--- src/hdl/jcse_pkg.sv ---
// ----------------------------------------------------------------------------
// jcse_pkg
// Shared types, constants and helper functions of the JPEG coefficient
// symbol encoder.
// ----------------------------------------------------------------------------
`default_nettype none

package jcse_pkg;

   localparam int COEFF_BITS = 12;
   localparam int DIFF_BITS  = COEFF_BITS + 1;
   localparam int POS_BITS   = 6;
   localparam int SIZE_BITS  = 4;
   localparam int SYM_BITS   = 8;

   localparam logic [SYM_BITS-1:0] SYM_ZRL  = 8'hF0;
   localparam logic [SYM_BITS-1:0] SYM_EOB  = 8'h00;
   localparam logic [POS_BITS-1:0] LAST_POS = 6'd63;

   // Coefficient held in the input register together with block context.
   typedef struct packed {
      logic signed [COEFF_BITS-1:0] coefficient;
      logic signed [COEFF_BITS-1:0] dc_prediction;
      logic                         at_dc;
      logic                         at_end;
      logic [POS_BITS-1:0]          run;
   } stage_type;

   // Everything one item produces: leading ZRLs and one closing symbol.
   typedef struct packed {
      logic                   has_result;
      logic [1:0]             zrl_count;
      logic [SYM_BITS-1:0]    symbol;
      logic                   is_dc;
      logic [COEFF_BITS-1:0]  extra_bits;
      logic [SIZE_BITS-1:0]   extra_length;
   } symbol_set_type;

   // Size category: position of the highest set bit plus one.
   function automatic logic [SIZE_BITS-1:0] size_of(input logic [COEFF_BITS-1:0] mag);
      logic [SIZE_BITS-1:0] s;
      s = '0;
      for (int i = 0; i < COEFF_BITS; i++) begin
         if (mag[i]) begin
            s = SIZE_BITS'(i + 1);
         end
      end
      return s;
   endfunction

   // Low sz bits set.
   function automatic logic [COEFF_BITS-1:0] low_mask(input logic [SIZE_BITS-1:0] sz);
      logic [COEFF_BITS-1:0] m;
      m = '0;
      for (int i = 0; i < COEFF_BITS; i++) begin
         m[i] = (SIZE_BITS'(i) < sz);
      end
      return m;
   endfunction

endpackage

`default_nettype wire

--- src/hdl/jpeg_coefficient_symbol_encoder_top.sv ---
// An item is taken into the input register, classified combinationally and
// loaded into the result register once that register is free.
// Throughput: one item per cycle unless the result register is busy; an item
// waits until its results are taken (up to four: three ZRLs and a symbol).
// Zero AC items inside a block produce nothing and pass without stalling.
// Reset (synchronous) empties both registers and restarts at block position 0.
// ----------------------------------------------------------------------------
// jpeg_coefficient_symbol_encoder_top
// JPEG baseline DC/AC run-length and size-category symbol encoder.
// ----------------------------------------------------------------------------
`default_nettype none

module jpeg_coefficient_symbol_encoder_top (
   input  wire logic                                   clock,
   input  wire logic                                   reset,
   input  wire logic                                   req_valid,
   output logic                                        req_ready,
   input  wire logic signed [jcse_pkg::COEFF_BITS-1:0] req_coefficient,
   input  wire logic signed [jcse_pkg::COEFF_BITS-1:0] req_dc_prediction,
   output logic                                        rsp_valid,
   input  wire logic                                   rsp_ready,
   output logic [jcse_pkg::SYM_BITS-1:0]               rsp_symbol,
   output logic                                        rsp_is_dc,
   output logic [jcse_pkg::COEFF_BITS-1:0]             rsp_extra_bits,
   output logic [jcse_pkg::SIZE_BITS-1:0]              rsp_extra_length,
   output logic                                        rsp_last_of_run
);

   logic                      stage_valid;
   logic                      stage_taken;
   jcse_pkg::stage_type       stage;
   jcse_pkg::symbol_set_type  set;

   jcse_front u_front (
      .clock             (clock),
      .reset             (reset),
      .req_valid         (req_valid),
      .req_ready         (req_ready),
      .req_coefficient   (req_coefficient),
      .req_dc_prediction (req_dc_prediction),
      .stage_valid       (stage_valid),
      .stage             (stage),
      .stage_taken       (stage_taken)
   );

   jcse_classify u_classify (
      .stage (stage),
      .set   (set)
   );

   jcse_emit u_emit (
      .clock            (clock),
      .reset            (reset),
      .set_valid        (stage_valid),
      .set              (set),
      .set_taken        (stage_taken),
      .rsp_valid        (rsp_valid),
      .rsp_ready        (rsp_ready),
      .rsp_symbol       (rsp_symbol),
      .rsp_is_dc        (rsp_is_dc),
      .rsp_extra_bits   (rsp_extra_bits),
      .rsp_extra_length (rsp_extra_length),
      .rsp_last_of_run  (rsp_last_of_run)
   );

endmodule

`default_nettype wire

--- src/hdl/jcse_front.sv ---
// ----------------------------------------------------------------------------
// jcse_front
// Input register plus block position and zero-run tracking.
// ----------------------------------------------------------------------------
`default_nettype none

module jcse_front (
   input  wire logic                                   clock,
   input  wire logic                                   reset,
   input  wire logic                                   req_valid,
   output logic                                        req_ready,
   input  wire logic signed [jcse_pkg::COEFF_BITS-1:0] req_coefficient,
   input  wire logic signed [jcse_pkg::COEFF_BITS-1:0] req_dc_prediction,
   output logic                                        stage_valid,
   output jcse_pkg::stage_type                         stage,
   input  wire logic                                   stage_taken
);

   logic                            stage_valid_ff, stage_valid_in;
   jcse_pkg::stage_type             stage_ff, stage_in;
   logic [jcse_pkg::POS_BITS-1:0]   position_ff, position_in;
   logic [jcse_pkg::POS_BITS-1:0]   zero_run_ff, zero_run_in;
   logic                            req_fire;
   logic                            coeff_zero;

   assign req_ready   = !stage_valid_ff || stage_taken;
   assign req_fire    = req_valid && req_ready;
   assign coeff_zero  = (req_coefficient == '0);
   assign stage_valid = stage_valid_ff;
   assign stage       = stage_ff;

   always_comb begin
      position_in    = position_ff;
      zero_run_in    = zero_run_ff;
      stage_valid_in = stage_valid_ff && !stage_taken;
      stage_in       = stage_ff;
      if (req_fire) begin
         position_in            = position_ff + 1'b1;
         stage_valid_in         = 1'b1;
         stage_in.coefficient   = req_coefficient;
         stage_in.dc_prediction = req_dc_prediction;
         stage_in.at_dc         = (position_ff == '0);
         stage_in.at_end        = (position_ff == jcse_pkg::LAST_POS);
         stage_in.run           = zero_run_ff;
         if (position_ff == '0 || !coeff_zero || position_ff == jcse_pkg::LAST_POS) begin
            zero_run_in = '0;
         end else begin
            zero_run_in = zero_run_ff + 1'b1;
         end
      end
   end

   always_ff @(posedge clock) begin
      if (reset) begin
         stage_valid_ff <= 1'b0;
         position_ff    <= '0;
         zero_run_ff    <= '0;
      end else begin
         stage_valid_ff <= stage_valid_in;
         position_ff    <= position_in;
         zero_run_ff    <= zero_run_in;
      end
      stage_ff <= stage_in;
   end

endmodule

`default_nettype wire

--- src/hdl/jcse_classify.sv ---
// ----------------------------------------------------------------------------
// jcse_classify
// Size category, magnitude index and symbol byte for one registered item.
// ----------------------------------------------------------------------------
`default_nettype none

module jcse_classify (
   input  wire jcse_pkg::stage_type  stage,
   output jcse_pkg::symbol_set_type  set
);

   logic signed [jcse_pkg::DIFF_BITS-1:0]  value;
   logic signed [jcse_pkg::DIFF_BITS-1:0]  value_m1;
   logic [jcse_pkg::DIFF_BITS-1:0]         abs_value;
   logic [jcse_pkg::COEFF_BITS-1:0]        mag;
   logic [jcse_pkg::SIZE_BITS-1:0]         sz;
   logic [jcse_pkg::COEFF_BITS-1:0]        index;
   logic                                   negative;

   always_comb begin
      if (stage.at_dc) begin
         value = jcse_pkg::DIFF_BITS'(stage.coefficient)
               - jcse_pkg::DIFF_BITS'(stage.dc_prediction);
      end else begin
         value = jcse_pkg::DIFF_BITS'(stage.coefficient);
      end
      negative  = value[jcse_pkg::DIFF_BITS-1];
      abs_value = negative ? jcse_pkg::DIFF_BITS'(-value) : value;
      mag       = abs_value[jcse_pkg::COEFF_BITS-1:0];
      sz        = jcse_pkg::size_of(mag);
      // ones'-complement index of a negative value is v-1 in sz bits
      value_m1  = value - jcse_pkg::DIFF_BITS'(1);
      index     = negative ? (value_m1[jcse_pkg::COEFF_BITS-1:0] & jcse_pkg::low_mask(sz))
                           : mag;

      set.has_result   = 1'b1;
      set.zrl_count    = '0;
      set.is_dc        = 1'b0;
      set.symbol       = jcse_pkg::SYM_EOB;
      set.extra_bits   = '0;
      set.extra_length = '0;
      if (stage.at_dc) begin
         set.is_dc        = 1'b1;
         set.symbol       = jcse_pkg::SYM_BITS'(sz);
         set.extra_bits   = index;
         set.extra_length = sz;
      end else if (stage.coefficient == '0) begin
         set.has_result = stage.at_end;
      end else begin
         set.zrl_count    = stage.run[5:4];
         set.symbol       = {stage.run[3:0], sz};
         set.extra_bits   = index;
         set.extra_length = sz;
      end
   end

endmodule

`default_nettype wire

--- src/hdl/jcse_emit.sv ---
// ----------------------------------------------------------------------------
// jcse_emit
// Result register and sequencer: plays out pending ZRLs, then the closing
// symbol of the item.
// ----------------------------------------------------------------------------
`default_nettype none

module jcse_emit (
   input  wire logic                             clock,
   input  wire logic                             reset,
   input  wire logic                             set_valid,
   input  wire jcse_pkg::symbol_set_type         set,
   output logic                                  set_taken,
   output logic                                  rsp_valid,
   input  wire logic                             rsp_ready,
   output logic [jcse_pkg::SYM_BITS-1:0]         rsp_symbol,
   output logic                                  rsp_is_dc,
   output logic [jcse_pkg::COEFF_BITS-1:0]       rsp_extra_bits,
   output logic [jcse_pkg::SIZE_BITS-1:0]        rsp_extra_length,
   output logic                                  rsp_last_of_run
);

   logic                       valid_ff, valid_in;
   logic [1:0]                 zrl_left_ff, zrl_left_in;
   jcse_pkg::symbol_set_type   held_ff, held_in;
   logic                       rsp_fire;
   logic                       final_done;
   logic                       load_ok;
   logic                       in_zrl;

   assign in_zrl     = (zrl_left_ff != '0);
   assign rsp_fire   = rsp_valid && rsp_ready;
   assign final_done = rsp_fire && !in_zrl;
   assign load_ok    = !valid_ff || final_done;
   // items without a result are dropped here without waiting
   assign set_taken  = set_valid && (load_ok || !set.has_result);

   always_comb begin
      valid_in    = valid_ff && !final_done;
      zrl_left_in = zrl_left_ff;
      held_in     = held_ff;
      if (rsp_fire && in_zrl) begin
         zrl_left_in = zrl_left_ff - 1'b1;
      end
      if (set_valid && set.has_result && load_ok) begin
         valid_in    = 1'b1;
         zrl_left_in = set.zrl_count;
         held_in     = set;
      end
   end

   always_ff @(posedge clock) begin
      if (reset) begin
         valid_ff    <= 1'b0;
         zrl_left_ff <= '0;
      end else begin
         valid_ff    <= valid_in;
         zrl_left_ff <= zrl_left_in;
      end
      held_ff <= held_in;
   end

   assign rsp_valid        = valid_ff;
   assign rsp_symbol       = in_zrl ? jcse_pkg::SYM_ZRL : held_ff.symbol;
   assign rsp_is_dc        = in_zrl ? 1'b0 : held_ff.is_dc;
   assign rsp_extra_bits   = in_zrl ? '0 : held_ff.extra_bits;
   assign rsp_extra_length = in_zrl ? '0 : held_ff.extra_length;
   assign rsp_last_of_run  = !in_zrl;

endmodule

`default_nettype wire

--- config.mk ---
export PLATFORM = sky130hd
export DESIGN_NAME = jpeg_coefficient_symbol_encoder_top
export DESIGN_NICKNAME = d
export VERILOG_FILES = /design/src/hdl/jcse_pkg.sv /design/src/hdl/jpeg_coefficient_symbol_encoder_top.sv /design/src/hdl/jcse_front.sv /design/src/hdl/jcse_classify.sv /design/src/hdl/jcse_emit.sv
export SDC_FILE = /design/constraint.sdc
export NUM_CORES = 1
export LEC_CHECK = 0
export CAP_MARGIN = 10
export CORE_MARGIN = 4
export CORE_UTILIZATION = 40
export CTS_CLUSTER_SIZE = 16
export DETAILED_ROUTE_END_ITERATION = 12
export DONT_BUFFER_PORTS = 1
export SLEW_MARGIN = 25
export SYNTH_ARGS = -nofsm -noshare
export SYNTH_HDL_FRONTEND = slang
export SYNTH_HIERARCHICAL = 1
export SYNTH_SLANG_ARGS = --single-unit
--- constraint.sdc ---
create_clock -name clock -period 6.1 [get_ports clock]
set_input_delay 0.61 -clock clock [delete_from_list [all_inputs] [get_ports clock]]
set_output_delay 0.61 -clock clock [all_outputs]
set_load 0.05 [all_outputs]
==> metrics.yaml, run 1 <==
run_status: "finished clean"
n_fill_cell: 1101
path_class: "reg -> reg"
final.min_clock_period_ns: 4.32
detail_route.wl_per_cell_um: 16.2
power.internal_mw: 1.08
initial_utilization: 0.413
maxSlewHeadroom: 0.422
syn_nets: 528
largest_net_degree_at_the_start_of_global_routing: 38
final.setup.worst_slack_ns: 1.78
worst_clock_skew_ns: 0.00414
gpl.final_weighted_congestion: 0.876
power.leakage_nw: 1.87
worstMarginPinSlew_ns: 0.868
max_buffers_root_to_sink: 2
rows: 39
design.final.nets: 516
critical_path.startpoint_type: "flip-flop"
drtPass1Iterations: 5
post-cts-setup-buffers: 0
finalCritPeriodShare: 0.708
grt.overflow.total: 0
cts.reportedPaths.clkPinSlew_ns: 0.06
timing.max_cap.violations: 0
mappedNetlistArea_um2: 4770
number_of_antenna_violations_at_the_first_check_in_global_routing: 0
core-area_um2: 11600
post_cts_resize_count: 0
tightest_hold_check_type: "in -> reg"
timing.critical_path.fanout_max: 9
yosys_warnings: 6
hold_viol: 0
synthDistinctLibCells: 87
setup-tns-final_ns: 0
rrSetupSlack_ns: 1.78
synth-async-reset-ratio: 0
clockPowerShare: 0.321
power-per-cell-area_nw_per_um2: 326
cts_made_buffers: 9
post-synth-top-count-cell: "edfxtp_1"
power_frac_seq: 0.361
yosysTopAreaCellShare: 0.359
detail_route.wirelength_um: 10000
achievable-frequency_mhz: 232
worst_setup_path_end_kind: "flip-flop"
ctsHtreeMaxLevel: 3
drive_above_1_share: 0.114
areaGrowthSynthToFinish_pct: 8.37
die_y_extent_um: 117
diodes: 0
power.net_switching_mw: 0.602
via_count: 3520
switching_share: 0.357
io_buffers: 0
placement.setup.worst_slack_ns: 1.77
yosysSeqAreaShare: 0.426
die_w_um: 117
ys_seq_elements: 73
synth.top_cells.by_area: "edfxtp_1, dfxtp_1, ha_1"
hpwl_dp_um: 7390
ys.flop_type: "edfxtp_1"
cts_hold_buffers: 0
detail_route.drc_violations: 0
insertion_delay_of_the_later_clocked_pin_in_the_worst_skew_pair_ns: 0.35
critPathRequiredTime_ns: 6.18
peakVddDrop_uv: 213
number_of_cells_on_the_worst_reg_to_reg_path: 14
cp_slowest_stage_delay_ns: 0.49
antenna_violating_nets_post_route: 0
post-synth-top-area-cell: "edfxtp_1"
clock_tree_from_tritoncts: "done"
grt_first_pass_wirelength_um: 16300
cpMaxStageDelayCell: "a221oi_2"
number_of_global_route_vias_before_repair: 3282
crit_chain: "inv_1 -> ha_1 -> inv_1 -> fa_1 -> a211oi_2 -> o21ai_1 -> o21ai_1 -> mux2_2 -> a221oi_2 -> a31oi_1 -> xnor2_2 -> nand2_1 -> nor2_1 -> a311oi_1"
die-area_um2: 13700
power.combinational.fraction: 0.317
drt-vias-per-instance: 5.70
utilization: 0.447
timing.hold.worst_path_depth: 1
synth_common_cells: "edfxtp_1, nor2_1, and2_1"
dr.first_iter.drc_count: 214
critical_path_arrival_ns: 4.40
grt_setup_unrepaired: "false"
io-pin-count: 56
clockRootBuffer: "clkbuf_16"
tritoncts_num_sinks: 73
syn_inst: 482
grtUsageTotal: 0.154
avgSynthCellArea_um2: 9.90
timing_max_transition_violations_final: 0
synth-edff-count: 57
finalSetupViolCount: 0
-- sequential cells by signal, summed over array words and instances, names as in the netlist --
register	count
u_front/stage	32
u_emit/held_ff	25
u_emit/zrl_left_ff	2
u_front/position_ff	6
u_front/zero_run_ff	6
u_front/stage_valid	1
u_emit/rsp_valid	1
-- final timing paths --
check | endpoint | start
worst min-delay path | u_emit/zrl_left_ff[1]$_SDFFE_PP0P_ | reset
worst max-delay path | u_emit/held_ff[8]$_DFFE_PP_ | u_front/stage[20]$_DFFE_PP_
worst max register to register | u_emit/held_ff[8]$_DFFE_PP_ | u_front/stage[20]$_DFFE_PP_
worst min register to register | u_front/stage[5]$_DFFE_PP_ | u_front/zero_run_ff[5]$_SDFFE_PP0P_
-- power by group through the flow --
stage	Clock, mW	Combinational, mW	Sequential (mW)
after floorplan	0	0.469	0.614
after global placement	0	0.522	0.619
after detailed placement	0	0.531	0.620
after CTS	0.557	0.533	0.609
after global routing	0.579	0.586	0.613
final	0.542	0.535	0.609
-- routing by layer --
metal  track usage  vias up  part of all wire
met5             0        -                 0
met1         0.213     1623              0.48
met4        0.0719        0             0.022
met2         0.227      112              0.44
met3        0.0380       15             0.057
li1              -     1770                 -
-- kinds of logic after synthesis --
| family | Yosys count | synth area share |
|---|---|---|
| compound gates | 112 | 0.179 |
| xor+xnor | 21 | 0.0401 |
| fa+ha+maj | 18 | 0.0488 |
| buf+inv | 53 | 0.0530 |
| flops | 73 | 0.426 |
| mux | 9 | 0.0207 |
| simple gates | 196 | 0.232 |
-- per-stage QoR --
stage          hold slack, ns  total power [mW]  cell area, um2  cells
2_1_floorplan           0.428              1.08            4770    482
3_3_place_gp            0.443              1.14            4840    602
3_5_place_dp            0.446              1.15            4840    602
4_1_cts                 0.308              1.70            5160    618
5_1_grt                 0.307              1.78            5170    618
6_report                0.322              1.69            5170    618
-- cell usage in the layout, fill, tap and decap left out, types with 8 or more instances in the layout --
| cell | netlist | final |
|---|---|---|
| a31oi_1 | 9 | 8 |
| and3_1 | 13 | 13 |
| o21ai_0 | 15 | 15 |
| a21oi_1 | 23 | 23 |
| nor4_1 | 8 | 8 |
| nor2_1 | 44 | 43 |
| nand4_1 | 10 | 10 |
| inv_1 | 25 | 25 |
| xnor2_1 | 10 | 10 |
| clkbuf_16 | 0 | 11 |
| nand2_1 | 25 | 25 |
| nand3_1 | 15 | 15 |
| edfxtp_1 | 57 | 57 |
| ha_1 | 17 | 17 |
| dfxtp_1 | 16 | 16 |
| and2_1 | 31 | 30 |
| xor2_1 | 10 | 10 |
-- layout make-up --
type	instances	area, um2	share of cell area
clock buffers	11	275	0.0532
clock inverters	5	40.0	0.00774
inverters	25	93.8	0.0182
multi-input cells	356	2510	0.486
flip-flops and latches	73	2030	0.393
well taps	143	179	0.0346
repair buffers	5	37.5	0.00726
-- worst max-delay path: cells and delay by family, from the launching register on --
kind / cells / cell delay (ns)
DFF: 1 / 0.43
and+or+nand+nor: 2 / 0.48
AOI/OAI and AO/OA: 6 / 1.64
xor gates and xnor gates: 1 / 0.38
adders and majority gates: 2 / 0.60
muxes: 1 / 0.38
buffers and inverters: 2 / 0.14
Power figures use the tool's default switching activity.
==> run 2, diff against run 1 <==
Clock period 6.1 ns to 4.09 ns, I/O delays scaled along.
==> run 2 against run 1 <==
Global-route usage grew 0.35 points; cell count rose by 1.9%; clock power up 58%; register-to-register slack got worse by 1.6 ns; non-clock buffer count is 12 higher; die area is the same; critical path depth rose by 1; sequential share of layout area is 1.2 points lower; core utilization is 1.4 points higher; combinational power increased by 59%; via count increased by 1.8%.
==> metrics.yaml, run 2 (synthesized netlist as in run 1, its figures left out) <==
hold_viol: 0  # unchanged
critical_path_arrival_ns: 3.97  # -0.43 ns
die-area_um2: 13700  # unchanged
clockPowerShare: 0.327  # +0.006
finalCritPeriodShare: 0.950  # +0.242
final_cell_mix: "edfxtp_1, nor2_1, and2_1"
grt.overflow.total: 0  # unchanged
largest_register_ffs: 32  # unchanged
rrSetupSlack_ns: 0.20  # -1.58 ns
io_buffers: 0  # unchanged
critPathRequiredTime_ns: 4.18  # -2.00 ns
achievable-frequency_mhz: 257  # +11%
core-area_um2: 11600  # unchanged
power.leakage_nw: 1.96  # +4.8%
design.final.nets: 528  # +2.3%
initial_utilization: 0.413  # unchanged
grt_busiest_layer: "met2"
power.net_switching_mw: 0.936  # +56%
crit_chain: "inv_1 -> ha_1 -> inv_1 -> fa_1 -> a211oi_4 -> o21ai_1 -> o22a_1 -> o221ai_2 -> nor4_4 -> buf_4 -> or4_1 -> o211ai_4 -> nand2_1 -> nand4b_1 -> o2bb2ai_1"
critical_path.reg2reg.startpoint: "u_front/stage[20]$_DFFE_PP_"
number_of_antenna_violations_at_the_first_check_in_global_routing: 0  # unchanged
grt.met2_usage: 0.230  # +0.00339
worstMarginPinSlew_ns: 0.683  # -0.185 ns
final.setup.worst_slack_ns: 0.204  # -1.58 ns
hp-start: "reset"
tightest_hold_check_type: "in -> reg"
insertion_delay_of_the_later_clocked_pin_in_the_worst_skew_pair_ns: 0.35  # about the same
mostFrequentLayoutCell: "edfxtp_1"
diodes: 0  # unchanged
cpMaxStageDelayCell: "or4_1"
cts_made_buffers: 9  # unchanged
ctsHtreeMaxLevel: 3  # unchanged
power.internal_mw: 1.68  # +55%
rows: 39  # unchanged
grt_util_met3: 0.0473  # +0.00925
hold_critical_path_endpoint: "u_emit/zrl_left_ff[1]$_SDFFE_PP0P_"
worst_setup_path_end_kind: "flip-flop"
cts_hold_buffers: 0  # unchanged
number_of_global_route_vias_before_repair: 3391  # +3.3%
maxSlewHeadroom: 0.544  # +0.122
grtUsageTotal: 0.158  # +0.00351
finalSetupViolCount: 0  # unchanged
worst_path_most_repeated_cell: "inv_1"
max_buffers_root_to_sink: 2  # unchanged
cts.reportedPaths.clkPinSlew_ns: 0.06  # about the same
detail_route.wirelength_um: 10400  # +3.8%
power.combinational.fraction: 0.326  # +0.009
drtPass1Iterations: 5  # unchanged
worst_clock_skew_ns: 0.00671  # +0.00257 ns
power_frac_seq: 0.347  # -0.014
placement.setup.worst_slack_ns: 0.106  # -1.66 ns
die_y_extent_um: 117  # unchanged
tritoncts_num_sinks: 73  # unchanged
clock_tree_from_tritoncts: "done"
largest_net_degree_at_the_start_of_global_routing: 31  # -18%
number_of_cells_on_the_worst_reg_to_reg_path: 15  # +1
power-per-cell-area_nw_per_um2: 491  # +51%
via_count: 3582  # +1.8%
detail_route.drc_violations: 0  # unchanged
rr_endpoint: "u_emit/held_ff[5]$_DFFE_PP_"
fin_total_pwr_mw: 2.62  # +55%
areaGrowthSynthToFinish_pct: 11.7
peakVddDrop_uv: 283  # +33%
cp_slowest_stage_delay_ns: 0.45  # -0.04 ns
final.min_clock_period_ns: 3.89  # -0.433 ns
detail_route.wl_per_cell_um: 16.5  # +1.8%
antenna_violating_nets_post_route: 0  # unchanged
gpl.final_weighted_congestion: 0.962  # +9.8%
run_status: "finished clean"
die_w_um: 117  # unchanged
critical_path.startpoint_type: "flip-flop"
timing_max_transition_violations_final: 0  # unchanged
grt_first_pass_wirelength_um: 16700  # +2.6%
drt-vias-per-instance: 5.69  # -0.18%
timing.critical_path.fanout_max: 8  # -1
dr.first_iter.drc_count: 238  # +11%
switching_share: 0.357  # +0.000590
timing.max_cap.violations: 0  # unchanged
drive_above_1_share: 0.148  # +0.0342
groute.layer.met1.usage: 0.215  # +0.00228
clockRootBuffer: "clkbuf_16"
hpwl_dp_um: 7670  # +3.7%
io-pin-count: 56  # unchanged
timing.hold.worst_path_depth: 1  # unchanged
path_class: "reg -> reg"
run 2: how the worst max path moves through the flow:
stage | endpoint | start | depth (start not counted)
after floorplan | u_emit/held_ff[6]$_DFFE_PP_ | u_front/stage[20]$_DFFE_PP_ | 14
after global placement | u_emit/held_ff[6]$_DFFE_PP_ | u_front/stage[20]$_DFFE_PP_ | 15
after detailed placement | u_emit/held_ff[6]$_DFFE_PP_ | u_front/stage[20]$_DFFE_PP_ | 14
after CTS | u_emit/held_ff[6]$_DFFE_PP_ | u_front/stage[20]$_DFFE_PP_ | 14
after global routing | u_emit/held_ff[6]$_DFFE_PP_ | u_front/stage[20]$_DFFE_PP_ | 15
final | u_emit/held_ff[5]$_DFFE_PP_ | u_front/stage[20]$_DFFE_PP_ | 15
run 2: timing repair:
action,in CTS,in global routing
gates resized for setup,0,10
hold endpoints to repair,0,0
endpoints found under the setup margin,0,10
setup buffers,0,4
run 2: through the flow:
stage                      util  std cells  setup TNS (ns)  hold WS, ns  instance area [um2]
after detailed placement  0.425        610               0        0.436                 4910
after global placement    0.424        610               0        0.437                 4910
after floorplan               -        482               0        0.428                 4770
after CTS                 0.453        626               0        0.102                 5240
final                     0.461        630               0        0.120                 5330
after global routing      0.461        630         -0.0605       0.0996                 5330
run 2: per-layer routing:
| layer | part of all wire | vias to the layer above |
|---|---|---|
| li1 | - | 1798 |
| met1 | 0.49 | 1672 |
| met2 | 0.44 | 94 |
| met3 | 0.051 | 18 |
| met4 | 0.019 | 0 |
| met5 | 0 | - |
run 2: worst max-delay path: cells and delay by family, from the launching register on:
kind | cells | cell delay (ns)
compound gates | 6 | 1.32
fa+ha+maj | 2 | 0.62
buf+inv | 3 | 0.33
flops | 1 | 0.42
simple gates | 4 | 0.95
run 2: layout make-up:
type | instances | area, um2
clock inverters | 6 | 78.8
flip-flops and latches | 73 | 2030
fillers | 1072 | 6230
clock buffers | 10 | 250
multi-input cells | 356 | 2560
repair buffers | 17 | 140
inverters | 25 | 93.8
well taps | 143 | 179
run 2: power groups by stage:
stage | logic, mW | registers (mW) | clock network, mW
after detailed placement | 0.819 | 0.924 | 0
after global routing | 0.929 | 0.913 | 0.920
after global placement | 0.802 | 0.923 | 0
after CTS | 0.821 | 0.908 | 0.883
after floorplan | 0.700 | 0.915 | 0
final | 0.853 | 0.908 | 0.857
